`config.mk`:
```
export PLATFORM = sky130hd
export DESIGN_NAME = mmwf_ctrl
export DESIGN_NICKNAME = d
export VERILOG_FILES = /design/src/rtl/core/max_motion_window_finder_top_assert.svh /design/src/rtl/core/mmwf_pkg.sv /design/src/rtl/core/mmwf_ctrl.sv
export SDC_FILE = /design/constraint.sdc
export NUM_CORES = 1
export LEC_CHECK = 0
export BUFFER_PORTS_ARGS = -buffer_cell sky130_fd_sc_hd__buf_2
export CORE_AREA = 2 2 39 41
export CTS_CLUSTER_DIAMETER = 40
export CTS_CLUSTER_SIZE = 16
export DETAILED_ROUTE_END_ITERATION = 7
export DIE_AREA = 0 0 41 43
export PLACE_DENSITY_LB_ADDON = 0.3
export SETUP_SLACK_MARGIN = 0.2
export SLEW_MARGIN = 30
export SYNTH_ARGS = -nofsm -noshare
export SYNTH_HDL_FRONTEND = slang
export SYNTH_SLANG_ARGS = --single-unit
```
`constraint.sdc`:
```
create_clock -name clk_i -period 2 [get_ports clk_i]
set_input_delay 0.4 -clock clk_i [delete_from_list [all_inputs] [get_ports clk_i]]
set_output_delay 0.4 -clock clk_i [all_outputs]
set_load 0.005 [all_outputs]
```
`src/rtl/core/max_motion_window_finder_top_assert.svh`:
```
// ---------------------------------------------------------------------------
// max motion window finder assertion macros
// shared property wrappers, clocked on clk_i, disabled while rst_ni is low
// ---------------------------------------------------------------------------
`ifndef MAX_MOTION_WINDOW_FINDER_TOP_ASSERT_SVH
`define MAX_MOTION_WINDOW_FINDER_TOP_ASSERT_SVH

// same-cycle implication
`define MMWF_ASSERT_NOW(label, ante, cons, msg) \
  label: assert property (@(posedge clk_i) disable iff (!rst_ni) (ante) |-> (cons)) \
    else $error(msg);

// next-cycle implication
`define MMWF_ASSERT_NEXT(label, ante, cons, msg) \
  label: assert property (@(posedge clk_i) disable iff (!rst_ni) (ante) |=> (cons)) \
    else $error(msg);

`endif

```
`src/rtl/core/mmwf_pkg.sv`:
```
// ---------------------------------------------------------------------------
// mmwf_pkg
// shared types, register indexes and constants of the max motion window finder
// ---------------------------------------------------------------------------
package mmwf_pkg;

  // default sizes
  localparam int MAX_WIDTH_DEF  = 256;
  localparam int MAX_HEIGHT_DEF = 256;
  localparam int MAX_WIN_H_DEF  = 64;

  // configuration port
  localparam int CFG_DW   = 40;
  localparam int NUM_REGS = 7;
  localparam logic [2:0] REG_FRAME_W  = 3'd0;
  localparam logic [2:0] REG_FRAME_H  = 3'd1;
  localparam logic [2:0] REG_WIN_W    = 3'd2;
  localparam logic [2:0] REG_WIN_H    = 3'd3;
  localparam logic [2:0] REG_SCALE_XY = 3'd4;
  localparam logic [2:0] REG_SCALE_Z  = 3'd5;
  localparam logic [2:0] REG_THRESH   = 3'd6;

  // register reset values
  localparam logic [8:0]  FRAME_W_RST  = 9'd160;
  localparam logic [8:0]  FRAME_H_RST  = 9'd120;
  localparam logic [8:0]  WIN_W_RST    = 9'd60;
  localparam logic [6:0]  WIN_H_RST    = 7'd45;
  localparam logic [19:0] SCALE_XY_RST = 20'd7989;
  localparam logic [15:0] SCALE_Z_RST  = 16'd1024;
  localparam logic [39:0] THRESH_RST   = 40'd10000000;

  // magnitude arithmetic
  localparam logic [15:0] DEPTH_UNKNOWN_MM = 16'd1000;
  localparam logic [9:0]  UM_PER_MM        = 10'd1000;
  localparam logic [19:0] UM_PER_M         = 20'd1000000;
  localparam logic [24:0] TERM_MAX         = 25'h1000000;
  localparam logic [23:0] MAG_MAX          = 24'hFFFFFF;
  localparam int          SQ_W             = 52;

  typedef enum logic [3:0] {
    S_IDLE,
    S_MUL_A,
    S_MUL_B,
    S_TERM,
    S_SQUARE,
    S_SUM,
    S_ROOT,
    S_READ,
    S_COL,
    S_ROW,
    S_BEST,
    S_EMIT
  } ctrl_state_e;

  typedef struct packed {
    logic load;
    logic mul_a;
    logic mul_b;
    logic term;
    logic square;
    logic sum;
    logic root_step;
    logic mem_read;
    logic col_upd;
    logic row_upd;
    logic best_upd;
    logic emit;
  } cmd_t;

  typedef struct packed {
    logic root_done;
    logic frame_end;
    logic out_busy;
  } status_t;

endpackage

```
`src/rtl/core/mmwf_ctrl.sv`:
```
// ---------------------------------------------------------------------------
// mmwf_ctrl
// per-pixel sequencer: arithmetic steps, root iterations, memory and result
// ---------------------------------------------------------------------------
module mmwf_ctrl
  import mmwf_pkg::*;
(
  input  logic    clk_i,
  input  logic    rst_ni,
  input  logic    in_valid_i,
  output logic    in_stall_o,
  input  status_t status_i,
  output cmd_t    cmd_o
);

  ctrl_state_e state_q, state_d;

  // state register
  always_ff @(posedge clk_i or negedge rst_ni) begin
    if (!rst_ni) begin
      state_q <= S_IDLE;
    end else begin
      state_q <= state_d;
    end
  end

  // next state and commands
  always_comb begin
    state_d = state_q;
    cmd_o   = '0;
    unique case (state_q)
      S_IDLE: begin
        if (in_valid_i) begin
          cmd_o.load = 1'b1;
          state_d    = S_MUL_A;
        end
      end
      S_MUL_A: begin
        cmd_o.mul_a = 1'b1;
        state_d     = S_MUL_B;
      end
      S_MUL_B: begin
        cmd_o.mul_b = 1'b1;
        state_d     = S_TERM;
      end
      S_TERM: begin
        cmd_o.term = 1'b1;
        state_d    = S_SQUARE;
      end
      S_SQUARE: begin
        cmd_o.square = 1'b1;
        state_d      = S_SUM;
      end
      S_SUM: begin
        cmd_o.sum = 1'b1;
        state_d   = S_ROOT;
      end
      S_ROOT: begin
        if (status_i.root_done) begin
          state_d = S_READ;
        end else begin
          cmd_o.root_step = 1'b1;
        end
      end
      S_READ: begin
        cmd_o.mem_read = 1'b1;
        state_d        = S_COL;
      end
      S_COL: begin
        cmd_o.col_upd = 1'b1;
        state_d       = S_ROW;
      end
      S_ROW: begin
        cmd_o.row_upd = 1'b1;
        state_d       = S_BEST;
      end
      S_BEST: begin
        cmd_o.best_upd = 1'b1;
        state_d        = status_i.frame_end ? S_EMIT : S_IDLE;
      end
      S_EMIT: begin
        if (!status_i.out_busy) begin
          cmd_o.emit = 1'b1;
          state_d    = S_IDLE;
        end
      end
      default: state_d = S_IDLE;
    endcase
  end

  assign in_stall_o = (state_q != S_IDLE);

endmodule

```
# == Word level (Yosys, flattened, before mapping) ==
# Cells that the tools add are included.
# op_classes
n_eq_ne,14
shifts,0
n_bitwise,0
addsub,0
n_reduce_logical,3
n_div,0
n_lt_le_gt_ge,0
n_mux,20
mul,0
# op_table
operator,count
one-hot mux 4 bit (12 select lines),1
equality test 4 x 3 -> 1 bit (second input constant),4
equality test 4 bit (second input constant),4
two-way mux 4 bit,4
two-way mux 1 bit,15
equality test 4 x 2 -> 1 bit (second input constant),2
!= test 2 bit (second input constant),3
equality test 4 x 1 -> 1 bit (second input constant),1
zero test 4 bit,1
nonzero test 4 bit,1
AND reduction 3 bit,1
# word_totals
rom_bits,0
inputBits,6
ramBits,0
reg_bits,4
out_inout_bits,13
wordCells,38
n_memories,0
latchBits,0

# == Longest topological paths before layout ==
# Gate-level depths: netlist of the first run.
# logic_depth
depth_word,3
mapped_depth,4
mapped_depth_nobuf,3

# == Least setup slack after synthesis of the first run ==
# OpenSTA, ideal clock, no wires.
# synth_path
path_kind,register to output
startpoint,register state_q[2]
endpoint,output cmd_o[0] (netlist bit)
t_required_ns,1.600
path_slack_ns,0.753
arrival_time_ns,0.847
stages_incl_launch_ff,4
path_cell_list,dfrtp_1 buf_6 nand2b_4 nor3_1
# synth_rtl
item,line,source
"start, declared",mmwf_ctrl.sv:16,"ctrl_state_e state_q, state_d;"
"start signal, assigned",mmwf_ctrl.sv:23,state_q <= state_d;
"end, declared",mmwf_ctrl.sv:13,output cmd_t cmd_o

==> flow_summary.yaml, run 1 <==
run_status:
  outcome: "finished clean"
floorplanning:
  core_area_um2: 1384
  io_pins: 19
  start_util: 0.2631
  die_h_um: 43
  rows: 14
  die_area_um2: 1763
  die_w_um: 41
setup_path:
  end_kind: "output port"
  critPathCapture: "cmd_o[7]"
  crit_type: "reg2out"
  crit_buf_inv: 1
  slowest_stage: "dfrtp_1"
  cp.depth: 3
  cpLargestDelayFamily: "flip-flops"
  reg2regPathDepth: 3
  arrival_ns: 1.31
  worstReg2RegStart: "state_q[3]$_DFFE_PN0P_"
  reg2reg_to: "state_q[3]$_DFFE_PN0P_"
  cp_max_fo: 12
  worstSetupStartpoint: "state_q[3]$_DFFE_PN0P_"
  critPathMaxStageDelay_ns: 0.52
  reg2reg_setup_slack_ns: 0.70
  required_ns: 1.60
  path_cells: "nand2b_1, nor3_1, buf_2"
  startpoint_type: "flop"
routing:
  num_vias: 378
  routedWlPerCell_um: 10.49
  drtPass1Iterations: 4
  ant_nets: 0
  drc: 0
  wl_um: 860
  drt-initial-drc-count: 7
  viasPerCell: 4.610
yosys:
  ys_ff_latch: 4
  synth_cell_types: 23
  synth_area_um2: 364.1
  seq_area_frac_synth: 0.2749
  syn-num-nets: 54
  syn_inst: 48
  async_flop_share: 1.000
  synth_flop_cell: "dfrtp_1"
  yosysWarnings: 0
  synth-edff-count: 0
  avgSynthCellArea_um2: 7.585
flow_run:
  maxCapViolations: 0
clock_network:
  clkTransAtPathRegs_ns: 0.04
  cts_setup_buffers: 0
  h-tree-depth: 1
  cts_tree: "built"
  cts_buffer_depth: 2
  cts-root-buf: "clkbuf_4"
  clk_latency_ns: 0.24
  cts_buffers: 3
  cts.sinks: 4
power_and_ir_drop:
  p_leak_nw: 0.2419
  total_power_mw: 0.6739
  powerDensity_nw_per_um2: 1410
  vdd_drop_max_v: 0.0003738
sta:
  hold_slack_ns: 0.4849
  clock_skew_ns: 0.006210
  finalSetupTns_ns: 0
  hold_violations: 0
  clock.fmax_ghz: 0.5831
  worstMarginPinSlew_ns: 0.4171
  drv_slew: 0
  rsz0062_at_grt: "no"
  slew_headroom: 0.7220
  finalCritPeriodShare: 0.8574
  period_minus_slack_ns: 1.715
  finalSetupViolations: 0
placed_design:
  gp_congestion: 0.7993
  io_buffers: 18
  dp_hpwl_um: 635.8
final_layout:
  area_growth_pct: 31.27
  regMostFlops: "state_q"
  nets: 74
  drive_above_1_share: 0.4091
  largest_reg_flops: 4
  antenna_cells: 0
  top_regs: "state_q x4"
min_path:
  hp-class: "in2async"
global_routing:
  grt_pass1_vias: 318
  grt-ovfl-total: 0
  track_usage: 0.1208
  grt_max_degree: 13
  antenna_found_initial: 0
  grt_pass1_wl_um: 1366
## synthesized netlist by cell type, drive strengths merged, types with 2 or more instances
cell type | number | area share
nand2b | 4 | 0.089
o21ai | 2 | 0.027
nor2b | 2 | 0.055
dfrtp | 4 | 0.27
inv | 3 | 0.031
a21oi | 2 | 0.027
nor2 | 8 | 0.082
a22o | 2 | 0.048
nor3 | 8 | 0.12
buf | 4 | 0.086
nand2 | 3 | 0.038
## kinds of logic after synthesis
group	Yosys count	synth area share
flops	4	0.2749
compound gates	9	0.1650
simple gates	27	0.4193
buf+inv	7	0.1168
xor+xnor	1	0.02406
## where the power goes
| group | leakage [nW] | internal [mW] | switching (mW) |
|---|---|---|---|
| registers | 0.0472 | 0.122 | 0.123 |
| logic | 0.181 | 0.170 | 0.153 |
| clock network | 0.0138 | 0.0675 | 0.0382 |
## worst min-delay path by stage
stage / start / to / slack (ns)
after floorplan: rst_ni / state_q[0]$_DFFE_PN0P_ / 0.10
after global placement: rst_ni / state_q[3]$_DFFE_PN0P_ / 0.21
after detailed placement: rst_ni / state_q[3]$_DFFE_PN0P_ / 0.21
after CTS: rst_ni / state_q[0]$_DFFE_PN0P_ / 0.49
after global routing: rst_ni / state_q[3]$_DFFE_PN0P_ / 0.51
final: rst_ni / state_q[0]$_DFFE_PN0P_ / 0.48
## cells in the final DEF (no fill, tap or decap), drive strengths merged, types with 2 or more instances in the layout
cell type,instances
inv,3
nand2,3
clkbuf,3
nor2b,2
nor3,8
nand2b,4
a21oi,2
o21ai,2
a22o,2
dfrtp,4
buf,18
nor2,8
## layout make-up
type | instances | area [um2]
fill | 153 | 905.9
multi-input combinational | 37 | 221.5
sequential | 4 | 102.6
timing repair buffer | 19 | 100.1
clock buffer | 3 | 22.52
tap | 16 | 20.02
inverter | 3 | 11.26
## through the flow
step	area [um2]	worst slack, ns	utilization	cells
4_1_cts	475.5	0.2807	0.3436	82
2_1_floorplan	364.1	0.7532	-	48
6_report	478.0	0.2851	0.3454	82
3_3_place_gp	442.9	0.5397	0.3201	78
3_5_place_dp	442.9	0.5339	0.3201	78
5_1_grt	478.0	0.2059	0.3454	82
## metal layers
metal  track usage  vias up  part of all wire  routed length, um
li1              -      199                 -                  -
met1        0.1429      166              0.47                401
met2        0.1625       11              0.46                396
met4        0.1200        0             0.027                 23
met5             0        -                 0                  0
met3       0.03141        2             0.045                 39
## what timing repair did
action                     in CTS  in global routing
setup endpoints to repair       0                  2
resized for setup               0                  2
hold buffers                    1                  0
hold endpoints to repair        4                  0
No activity file was read; power rests on OpenSTA's default activity.
==> run 2: changes to the inputs <==
==> constraint.sdc (replaced) <==
create_clock -name clk_i -period 2 [get_ports clk_i]
set_input_delay 0.4 -clock clk_i [delete_from_list [all_inputs] [get_ports clk_i]]
set_output_delay 0.4 -clock clk_i [all_outputs]
set_load 0.02 [all_outputs]
==> run 2 against run 1 <==
Compared with the run above:
- clock skew decreased by 0.00087 ns
- combinational power increased by 25%
- critical endpoint is now cmd_o[5]
- clock power about the same
- sequential power about the same
- routed wire length increased by 0.35%
- hold slack improved by 0.00081 ns
- first-iteration DRC count decreased by 29%
- maximum frequency increased by 0.91%
- cell area increased by 0.52%
- flip-flop and latch count unchanged
- critical path depth unchanged
==> flow_summary.yaml, run 2 (synthesis results as in run 1) <==
run_status:
  outcome: "finished clean"
placed_design:
  dp_cells: 78
  placed_area_um2: 442.9
  dp_hpwl_um: 635.8
  io_buffers: 18
  gp_congestion: 0.7992
floorplanning:
  rows: 14
  die_h_um: 43
  die_area_um2: 1763
  io_pins: 19
  core_area_um2: 1384
  die_w_um: 41
  start_util: 0.2631
sta:
  hold_violations: 0
  finalCritPeriodShare: 0.8497
  finalSetupViolations: 0
  slew_headroom: 0.8426
  drv_slew: 0
  period_minus_slack_ns: 1.699
  clock_skew_ns: 0.005343
  worstMarginPinSlew_ns: 0.2361
  finalSetupTns_ns: 0
  rsz0062_at_grt: "no"
  clock.fmax_ghz: 0.5884
power_and_ir_drop:
  powerDensity_nw_per_um2: 1577
  vdd_drop_max_v: 0.0003802
  p_leak_nw: 0.2392
global_routing:
  antenna_found_initial: 0
  grt_pass1_vias: 318
  grt_max_degree: 13
  grt-ovfl-total: 0
  track_usage: 0.1208
  grt_pass1_wl_um: 1366
routing:
  routedWlPerCell_um: 10.52
  ant_nets: 0
  drc: 0
  drtPass1Iterations: 4
  num_vias: 384
  drt-initial-drc-count: 5
  wl_um: 863
  viasPerCell: 4.683
clock_network:
  cts_buffer_depth: 2
  clkTransAtPathRegs_ns: 0.04
  cts_buffers: 3
  clk_latency_ns: 0.24
  cts-root-buf: "clkbuf_4"
  cts_setup_buffers: 0
  cts_tree: "built"
  h-tree-depth: 1
  cts.sinks: 4
setup_path:
  critPathMaxStageDelay_ns: 0.49
  cp_max_fo: 12
  end_kind: "output port"
  startpoint_type: "flop"
  crit_type: "reg2out"
  path_cells: "nand2b_1, nor3_1, buf_2"
  required_ns: 1.60
  slowest_stage: "dfrtp_2"
  arrival_ns: 1.30
flow_run:
  maxCapViolations: 0
final_layout:
  final_cell_mix: "18 x buf_2, 8 x nor2_1, 7 x nor3_1"
  largest_reg_flops: 4
  drive_above_1_share: 0.4394
  area_growth_pct: 31.96
  final_common_cell: "buf_2"
  regMostFlops: "state_q"
  utilization: 0.3472
  top_regs: "state_q x4"
  final_area_um2: 480.5
  antenna_cells: 0
  nets: 74
  instances_no_fill: 82
min_path:
  hp-class: "in2async"
## run 2: cell types whose count changed in the layout (fill, tap and decap cells not counted)
cell | previous run | this run
dfrtp_2 | 2 | 4
dfrtp_1 | 2 | 0
## run 2: area by class of cell
type                       instances  area (um2)
fill                             153       903.4
multi-input combinational         37       221.5
sequential                         4       105.1
timing repair buffer              19       100.1
clock buffer                       3       22.52
tap                               16       20.02
inverter                           3       11.26
## run 2: metrics by stage
| step | hold slack (ns) | total power [mW] | setup WS (ns) |
|---|---|---|---|
| floorplan | 0.1044 | 0.5716 | 0.4550 |
| global placement | 0.2085 | 0.6471 | 0.4884 |
| detailed placement | 0.2087 | 0.6463 | 0.4825 |
| CTS | 0.4917 | 0.7563 | 0.2293 |
| global route | 0.5130 | 0.8265 | 0.2192 |
| finish | 0.4857 | 0.7576 | 0.3005 |
## run 2: power by group
part	internal (mW)	switching (mW)
clock network	0.0675	0.0381
logic	0.172	0.231
registers	0.126	0.123
## run 2: final timing paths
| kind | start | to | slack (ns) | cells after the start |
|---|---|---|---|---|
| max | state_q[3]$_DFFE_PN0P_ | cmd_o[5] | 0.30 | 3 |
| max reg2reg | state_q[3]$_DFFE_PN0P_ | state_q[3]$_DFFE_PN0P_ | 0.81 | 3 |
| min in group clk_i | status_i[0] | state_q[1]$_DFFE_PN0P_ | 0.53 | 3 |
| min reg2reg | state_q[3]$_DFFE_PN0P_ | state_q[2]$_DFFE_PN0P_ | 0.61 | 1 |
| min | rst_ni | state_q[0]$_DFFE_PN0P_ | 0.49 | 2 |
| max in group asynchronous | rst_ni | state_q[1]$_DFFE_PN0P_ | 1.38 | 2 |
## run 2: what timing repair did
item / 4_1_cts / 5_1_grt
resized for setup: 0 / 4
hold endpoints to repair: 4 / 0
endpoints found under the setup margin: 0 / 5
hold buffers: 1 / 0
## run 2: layer usage
layer	wire, um	vias to the layer above	GRT usage
met5	0	-	0
met4	23	0	0.1200
met3	47	2	0.03141
met2	391	13	0.1625
met1	401	170	0.1429
li1	-	199	-
## run 2: worst max-delay path, delay by kind of cell (launching register included)
kind / cells / cell delay, ns
simple gates: 2 / 0.38
flops: 1 / 0.49
buf+inv: 1 / 0.18
==> run 3: changes to the inputs <==
clock period = 1.56 ns   (was 2 ns; I/O delays follow)
==> run 3 against run 2 <==
Compared with the run above:
- non-clock buffer count up 10
- sequential share of layout area fell by 5.7 points
- core utilization is 12 points higher
- flip-flop and latch count unchanged
- first-iteration DRC count shrank 40%
- routed wire length up 17%
- final cell count rose by 12%
- clock skew down 0.0013 ns
- clock-buffer cell count unchanged
- global-route usage increased by 0.70 points
- hold slack worse by 0.082 ns
- via count grew 14%
==> flow_summary.yaml, run 3 (synthesis results as in run 1) <==
final_layout:
  top_regs: "state_q x4"
  final_cell_mix: "21 x buf_4, 8 x nor3_2, 6 x buf_2"
  instances_no_fill: 92
  area_growth_pct: 78.35
  final_common_cell: "buf_4"
  regMostFlops: "state_q"
  drive_above_1_share: 0.6974
  antenna_cells: 0
  largest_reg_flops: 4
  nets: 84
routing:
  num_vias: 437
  drt-initial-drc-count: 3
  drc: 0
  viasPerCell: 4.750
  wl_um: 1014
  routedWlPerCell_um: 11.02
  drtPass1Iterations: 3
  ant_nets: 0
power_and_ir_drop:
  switching_power_mw: 0.6115
  powerDensity_nw_per_um2: 1994
  p_leak_nw: 0.3076
  switching_share: 0.4723
  combPwrFrac: 0.683
  seq_power_share: 0.216
  p_int_mw: 0.6831
  vdd_drop_max_v: 0.0009363
  clkPwrFrac: 0.101
setup_path:
  worstSetupStartpoint: "state_q[3]$_DFFE_PN0P_"
  required_ns: 1.25
  reg2reg_setup_slack_ns: 0.35
  arrival_ns: 1.18
  crit_type: "reg2out"
  end_kind: "output port"
  startpoint_type: "flop"
  worstReg2RegStart: "state_q[1]$_DFFE_PN0P_"
  cp_max_fo: 6
sta:
  finalSetupTns_ns: 0
  worstMarginPinSlew_ns: 0.1747
  slew_headroom: 0.8828
  hold_violations: 0
  clock_skew_ns: 0.004054
  rsz0062_at_grt: "yes"
  clock.fmax_ghz: 0.6710
  drv_slew: 0
  finalCritPeriodShare: 0.9554
  period_minus_slack_ns: 1.490
  finalSetupViolations: 0
global_routing:
  grt_pass1_wl_um: 1573
  grt_pass1_vias: 386
  track_usage: 0.1279
  antenna_found_initial: 0
  grt_max_degree: 8
  grt-ovfl-total: 0
floorplanning:
  rows: 14
  core_area_um2: 1384
  io_pins: 19
  start_util: 0.2631
  die_h_um: 43
  die_area_um2: 1763
  die_w_um: 41
placed_design:
  dp_cells: 82
  dp_hpwl_um: 695.3
  gp_congestion: 0.7245
  io_buffers: 18
clock_network:
  cts_buffers: 3
  clkTransAtPathRegs_ns: 0.04
  cts.sinks: 4
  h-tree-depth: 1
  cts_buffer_depth: 2
  cts_tree: "built"
  clk_latency_ns: 0.24
  cts-root-buf: "clkbuf_4"
min_path:
  hp-class: "in2async"
run_status:
  outcome: "finished clean"
flow_run:
  maxCapViolations: 0
==> run 3: timing repair <==
| item | 4_1_cts | 5_1_grt |
|---|---|---|
| hold endpoints to repair | 4 | 0 |
| pin swaps | 4 | 0 |
| buffers inserted | 4 | 2 |
| setup endpoints to repair | 13 | 13 |
| resized for setup | 19 | 7 |
| hold buffers | 1 | 0 |
==> run 3: stage by stage <==
step | utilization | setup slack (ns) | power (mW) | instance area [um2] | hold WS, ns
final | 0.4693 | 0.06964 | 1.295 | 649.4 | 0.4039
after global routing | 0.4693 | 0.01852 | 1.386 | 649.4 | 0.4200
after CTS | 0.4448 | 0.07317 | 1.225 | 615.6 | 0.3996
after detailed placement | 0.3635 | 0.1727 | 0.9336 | 503.0 | 0.1221
after global placement | 0.3635 | 0.1975 | 0.9362 | 503.0 | 0.1214
after floorplan | - | 0.1953 | 0.7707 | 394.1 | 0.01641
==> run 3: worst max-delay path, cell delays in order, from the launching register on <==
cell and delay (ns):
dfrtp_2 0.44, buf_4 0.16, nor3_2 0.17, buf_4 0.16
==> run 3: per-layer routing <==
layer,track usage,wire length [um]
met5,0,0
met4,0.04000,0
met3,0.04712,64
met2,0.1906,481
met1,0.1656,468
==> run 3: final timing paths <==
path	end	depth (start not counted)
worst max-delay path	cmd_o[8]	3
worst min-delay path	state_q[3]$_DFFE_PN0P_	2
worst max register to register	state_q[0]$_DFFE_PN0P_	4
worst min register to register	state_q[2]$_DFFE_PN0P_	3
max in group asynchronous	state_q[0]$_DFFE_PN0P_	2
min in group clk_i	state_q[1]$_DFFE_PN0P_	3
==> run 3: area by class of cell <==
| type | instances | area (um2) |
|---|---|---|
| clock buffers | 3 | 22.52 |
| fillers | 144 | 734.5 |
| inverters | 3 | 11.26 |
| multi-input cells | 37 | 281.5 |
| flip-flops and latches | 4 | 105.1 |
| well taps | 16 | 20.02 |
| repair buffers | 29 | 209.0 |
==> run 3: power by group through the flow <==
stage	clock network, mW	registers, mW	logic [mW]
after floorplan	0	0.182	0.589
final	0.131	0.279	0.884
after detailed placement	0	0.260	0.673
after global routing	0.144	0.291	0.951
after global placement	0	0.264	0.672
after CTS	0.137	0.281	0.807
